### src/rtl/scb_pkg.sv
`timescale 1ns / 1ps
package scb_pkg;

  localparam int COORD_BITS = 20;
  localparam int T_FRAC     = 20;
  localparam int CW         = COORD_BITS;
  localparam int DW         = CW + 1;
  localparam int RW         = CW - 1;
  localparam int LW         = CW + 1;
  localparam int TW         = T_FRAC + 1;
  localparam int SW         = 2 * CW + 2;
  localparam int ROOT_W     = SW / 2;
  localparam int REM_W      = ROOT_W + 3;
  localparam int NDIV       = 8;
  localparam int NIT        = (ROOT_W > T_FRAC) ? ROOT_W : T_FRAC;
  localparam int QUEUE_DEPTH = 4;

  localparam logic [RW-1:0] X_HALF_RESET  = RW'(63931);
  localparam logic [RW-1:0] Y_HALF_RESET  = RW'(51850);
  localparam logic [RW-1:0] Z_INNER_RESET = RW'(12680);
  localparam logic [RW-1:0] Z_OUTER_RESET = RW'(54320);

  localparam logic [TW-1:0] T_ONE = {1'b1, {T_FRAC{1'b0}}};

  typedef enum logic [1:0] {
    REG_X_HALF  = 2'd0,
    REG_Y_HALF  = 2'd1,
    REG_Z_INNER = 2'd2,
    REG_Z_OUTER = 2'd3
  } reg_idx_t;

  typedef struct packed {
    logic signed [CW-1:0] pre_x;
    logic signed [CW-1:0] pre_y;
    logic signed [CW-1:0] pre_z;
    logic signed [CW-1:0] post_x;
    logic signed [CW-1:0] post_y;
    logic signed [CW-1:0] post_z;
  } in_t;

  typedef struct packed {
    logic                 has_piece;
    logic signed [CW-1:0] start_x;
    logic signed [CW-1:0] start_y;
    logic signed [CW-1:0] start_z;
    logic signed [CW-1:0] end_x;
    logic signed [CW-1:0] end_y;
    logic signed [CW-1:0] end_z;
    logic [LW-1:0]        piece_length;
    logic                 last;
  } out_t;

  typedef struct packed {
    logic [RW-1:0] x_half;
    logic [RW-1:0] y_half;
    logic [RW-1:0] z_inner;
    logic [RW-1:0] z_outer;
  } cfg_t;

  typedef struct packed {
    logic [2:0][CW-1:0] p;
    logic [2:0][DW-1:0] d;
    logic [ROOT_W-1:0]  chord;
    logic [1:0]         cnt;
    logic [1:0][TW-1:0] t0;
    logic [1:0][TW-1:0] t1;
  } qrec_t;

endpackage

### src/rtl/scb_fifo.sv
`timescale 1ns / 1ps
module scb_fifo #(
  parameter int DEPTH = scb_pkg::QUEUE_DEPTH
) (
  input  logic           clk,
  input  logic           rst,
  input  logic           push,
  input  scb_pkg::qrec_t din,
  output logic           full,
  input  logic           pop,
  output scb_pkg::qrec_t dout,
  output logic           empty
);

  localparam int AW = (DEPTH > 1) ? $clog2(DEPTH) : 1;
  localparam int CNW = $clog2(DEPTH + 1);

  scb_pkg::qrec_t mem [DEPTH];
  logic [AW-1:0]  wptr;
  logic [AW-1:0]  rptr;
  logic [CNW-1:0] count;

  assign full  = (count == CNW'(DEPTH));
  assign empty = (count == '0);
  assign dout  = mem[rptr];

  always_ff @(posedge clk) begin
    if (push && !full) begin
      mem[wptr] <= din;
    end
  end

  always_ff @(posedge clk) begin
    if (rst) begin
      wptr  <= '0;
      rptr  <= '0;
      count <= '0;
    end else begin
      if (push && !full) begin
        wptr <= (wptr == AW'(DEPTH - 1)) ? '0 : wptr + 1'b1;
      end
      if (pop && !empty) begin
        rptr <= (rptr == AW'(DEPTH - 1)) ? '0 : rptr + 1'b1;
      end
      count <= count + CNW'(push && !full) - CNW'(pop && !empty);
    end
  end

endmodule

### config.mk
export PLATFORM = sky130hd
export DESIGN_NAME = scb_fifo
export DESIGN_NICKNAME = d
export VERILOG_FILES = /design/src/rtl/scb_pkg.sv /design/src/rtl/scb_fifo.sv
export SDC_FILE = /design/constraint.sdc
export NUM_CORES = 1
export LEC_CHECK = 0
export BUFFER_PORTS_ARGS = -buffer_cell sky130_fd_sc_hd__buf_2
export CAP_MARGIN = 15
export CORE_ASPECT_RATIO = 1.4
export CORE_MARGIN = 4
export CORE_UTILIZATION = 45
export CTS_CLUSTER_DIAMETER = 60
export CTS_CLUSTER_SIZE = 12
export DETAILED_ROUTE_END_ITERATION = 10
export PLACE_DENSITY = 0.7
export SKIP_CTS_REPAIR_TIMING = 1
export SYNTH_ARGS = -nofsm -noshare
export SYNTH_HDL_FRONTEND = slang
export SYNTH_SLANG_ARGS = --single-unit
### constraint.sdc
create_clock -name clk -period 20.8 [get_ports clk]
set_clock_uncertainty 0.05 [all_clocks]
set_input_delay 2.08 -clock clk [delete_from_list [all_inputs] [get_ports clk]]
set_output_delay 2.08 -clock clk [all_outputs]
set_load 0.01 [all_outputs]
== Word level (Yosys, flattened, before mapping) ==
Memories as Yosys holds them, arrays and structs flattened. A register that Yosys moved wholly into a read port is not among the register bits.
Index checks and enable logic that the tools add are counted.
W data, S select, Z words.

* Register bits: 7
* Bits in writable memories: 920
* Bits of input ports: 234
* Output and inout bits: 232
* Memories: 1

{| class="wikitable"
|+ Memory list
! memory !! words !! bits a word !! rd ports !! clocked after memory_dff !! write ports !! line !! text
|-
| mem || 4 || 230 || 1 || 1 || 1 || scb_fifo.sv:18 || <nowiki>scb_pkg::qrec_t mem [DEPTH];</nowiki>
|}

* Add/subtract/negate cells: 4
* Eq/ne operators: 3
* Multiplexer cells: 6
* Reduce and logical (&&, ||, !) cells: 5

{| class="wikitable"
|+ Operators with widths
! kind !! number
|-
| $mux W2 || 4
|-
| $add A2 B1 Y2 const B || 2
|-
| $eq A2 B2 Y1 const B || 2
|-
| $add A3 B1 Y3 || 1
|-
| $eq A3 B3 Y1 const B || 1
|-
| $logic_not A3 Y1 || 1
|-
| $sub A3 B1 Y3 || 1
|-
| $logic_and A1 B1 Y1 || 2
|-
| $logic_not A1 Y1 || 2
|-
| $mux W1 || 2
|}

== Longest topological paths before layout ==
* Depth after elaboration: 5
* Gate-level depth with buffers: 11
* Mapped depth without buffers: 10

== Worst setup path after synthesis ==
No wires, ideal clock.

* Path type: in2reg
* Start point: input push
* End point: memory mem[0][0] in the netlist's numbering, enable pin
* Library setup time: 0.622 ns
* Arrival: 7.351 ns
* Required time: 20.128 ns
* Setup slack: 12.777 ns
* Stages on the path: 1
* Path buffers: 0
* Cell sequence: and3_1

* Word-level cells in the longest chain between the ends: 3

{| class="wikitable"
|+ Ends and longest elaborated chain
! item !! line !! text
|-
| from (decl) || scb_fifo.sv:7 || <nowiki>input logic push,</nowiki>
|-
| $logic_and A1 B1 Y1 || scb_fifo.sv:28 || <nowiki>if (push && !full) begin</nowiki>
|-
| $mux W1 || scb_fifo.sv:28 ||
|-
| $mux W1 (not written as such) || scb_fifo.sv:29 || <nowiki>mem[wptr] <= din;</nowiki>
|-
| to (decl) || scb_fifo.sv:18 ||
|}

Every way passes these cells.

==> out/metrics.cfg <==
[power]
irDropWorstVdd_v = 0.0001115
power.clock.fraction_pct = 30.6
power_density_nw_per_um2 = 118.8
leakage_nw = 13.00
swShare_pct = 25.86
power.switching_mw = 1.214
power.total_mw = 4.695
intPower_mw = 3.481
pwr-share-seq_pct = 49.5
p_comb_share_pct = 19.9

[setup_path]
rr_startpoint = count[1]
cp.required_ns = 18.67
end_kind = primary output
slowest_delay_ns = 0.88
critPathTopFamily = buffers and inverters
crit_type = flip-flop to primary output
worstSetupStartpointType = flip-flop
slowest_stage = buf_4
crit_arrival_ns = 4.67
crit_fanout = 51
crit_chain = buf_4 > buf_4 > buf_4 > mux4_2 > buf_2
path_buf_inv = 4
crit_top_cell = buf_4

[drt]
ant_nets = 0
vias = 15180
vias_per_cell = 5.474
wirelength_mm = 70.29
drc = 0
wl_per_cell_microns = 25.36
dr.pass1.iters = 5
drt-initial-drc-count = 1086

[yosys]
synth-adder-area-share_pct = 0.3175
synth_top_family_by_area = multiplexers
yosys_warnings = 0
ys_seq_elements = 929
yosysUniqueCellTypes = 26
syn_inst = 1252
syn_area_sq_um = 33890
synth_compound_area_share_pct = 0.1108
synthSimpleGateAreaFrac_pct = 0.2732
syn_avg_cell_area_sq_um = 27.07
synth_xor_area_share_pct = 0.05169
synthMuxAreaShare_pct = 15.31
syn-num-nets = 1494
synth.yosys.seq_area_share_pct = 82.05

[run_status]
status = completed

[layout]
final_common_cell = edfxtp_1
syn_to_final_growth_pct = 16.64
final_cell_mix = edfxtp_1, buf_2, mux4_2, clkbuf_16
fin_nets = 2014
n_fill_cell = 5615
drive_gt1_share_pct = 45.71

[timing]
fin_ws_ns = 14.00
hold_ws_ns = 0.4768
hold_viol_final = 0
fin_crit_ns = 6.796
tns_ns = 0
finalCritPeriodShare_pct = 32.68
slew_headroom_pct = 14.67
slew_viol_final = 0
fmax_mhz = 147.1
worst_pin_slew_ns = 1.280
final-setup-viol-count = 0
grt_setup_unrepaired = false

[global_route]
grtUsageTotal_pct = 17.51
grt_first_pass_wirelength_mm = 105.1
antenna_found_initial = 17
grt_overflow = 0
grt_pass1_vias = 16320
grt_max_degree = 141

[die]
std_cell_rows = 118
dieHeight_microns = 332.7
start_util_pct = 45.64
die_x_microns = 239.9
coreArea_sq_um = 74260
io_pins = 466
dieArea_sq_um = 79830

[placed_design]
io_buffers = 465
post-place-ws_ns = 14.39
gp_congestion = 0.7720
dp_hpwl_mm = 43.32

[clock_network]
cts_tree = done
htree_levels = 3
cts_buffer_depth = 3
path_clk_slew_ns = 0.06
cts_buffers = 89
clock_latency_ns = 0.64
clock-sinks = 929
cts-root-buf = clkbuf_16

[run]
drv_cap = 0

[hold_path]
hold_class = flip-flop to flip-flop
hold_path.startpoint = rptr[0]

-- kinds of logic after synthesis --
| family | count (synthesis) |
|---|---|
| simple gates | 16 |
| buf+inv | 61 |
| flops | 929 |
| xor+xnor | 2 |
| compound gates | 5 |
| fa+ha+maj | 8 |
| mux | 231 |
-- metrics by stage --
step / utilization, % / instance area [sq um] / cells
after floorplan: - / 33890 / 1252
after global placement: 49.83 / 37000 / 2641
after detailed placement: 49.83 / 37000 / 2641
after CTS: 53.17 / 39490 / 2756
after global routing: 53.20 / 39510 / 2764
final: 53.23 / 39530 / 2772
-- tightest hold or removal path, delay by kind of cell, from the launching register on --
family	cells	cell delay (ns)
DFF	1	0.32
AOI/OAI and AO/OA	1	0.09
and+or+nand+nor	1	0.06
-- final timing paths --
kind / endpoint / slack [ns] / cells past startpoint
worst max-delay path: dout[150] / 14.00 / 5
worst min-delay path: rptr[0] / 0.48 / 2
worst max register to register: mem[0][103] / 16.99 / 4
worst min register to register: rptr[0] / 0.48 / 2
-- area by class of cell --
class	count	area [sq um]	share of cell area, %
Sequential cell	929	27810	70.36
Multi-Input combinational cell	262	5465	13.83
Timing Repair Buffer	482	2492	6.305
Clock buffer	104	2305	5.830
Tap cell	960	1201	3.039
Clock inverter	11	181.4	0.4590
Antenna cell	16	40.04	0.1013
Inverter	8	30.03	0.07597
-- power groups by stage --
stage               registers (mW)  clock network, mW  logic, mW
finish                        2.32               1.44      0.934
detailed placement            2.36                  0      0.959
CTS                           2.33               1.48      0.963
global route                  2.34               1.56       1.00
global placement              2.35                  0      0.951
floorplan                     2.37                  0      0.646
-- flip-flops by register name, indices dropped and copies added (netlist names), named ones only --
name   cells
count      3
mem      920
rptr       2
wptr       2
-- per-layer routing --
| layer | up-vias | wire length (microns) | part of all wire [%] | track usage [%] |
|---|---|---|---|---|
| li1 | 6467 | - | - | - |
| met1 | 8035 | 26040 | 37 | 21.85 |
| met2 | 558 | 36920 | 53 | 29.61 |
| met3 | 109 | 5561 | 7.9 | 5.106 |
| met4 | 6 | 1738 | 2.5 | 5.860 |
| met5 | - | 34 | 0.048 | 0 |
-- cell usage after synthesis (all sizes together) --
master,n,area share [%]
edfxtp,920,82
mux4,230,15
buf,48,1.7
dfxtp,9,0.53
inv,8,0.089
ha,7,0.26
clkbuf,5,0.055
and3,4,0.074
a21oi,2,0.030
nand3,2,0.030
nor2,2,0.022
nor2b,2,0.037
nor3,2,0.030
o31ai,2,0.059
xnor2,2,0.052
a21o,1,0.022
and2,1,0.026
fa,1,0.059
mux2i,1,0.030
nand2,1,0.011
or3,1,0.018
or3b,1,0.026
No activity file was read; power rests on OpenSTA's default activity.
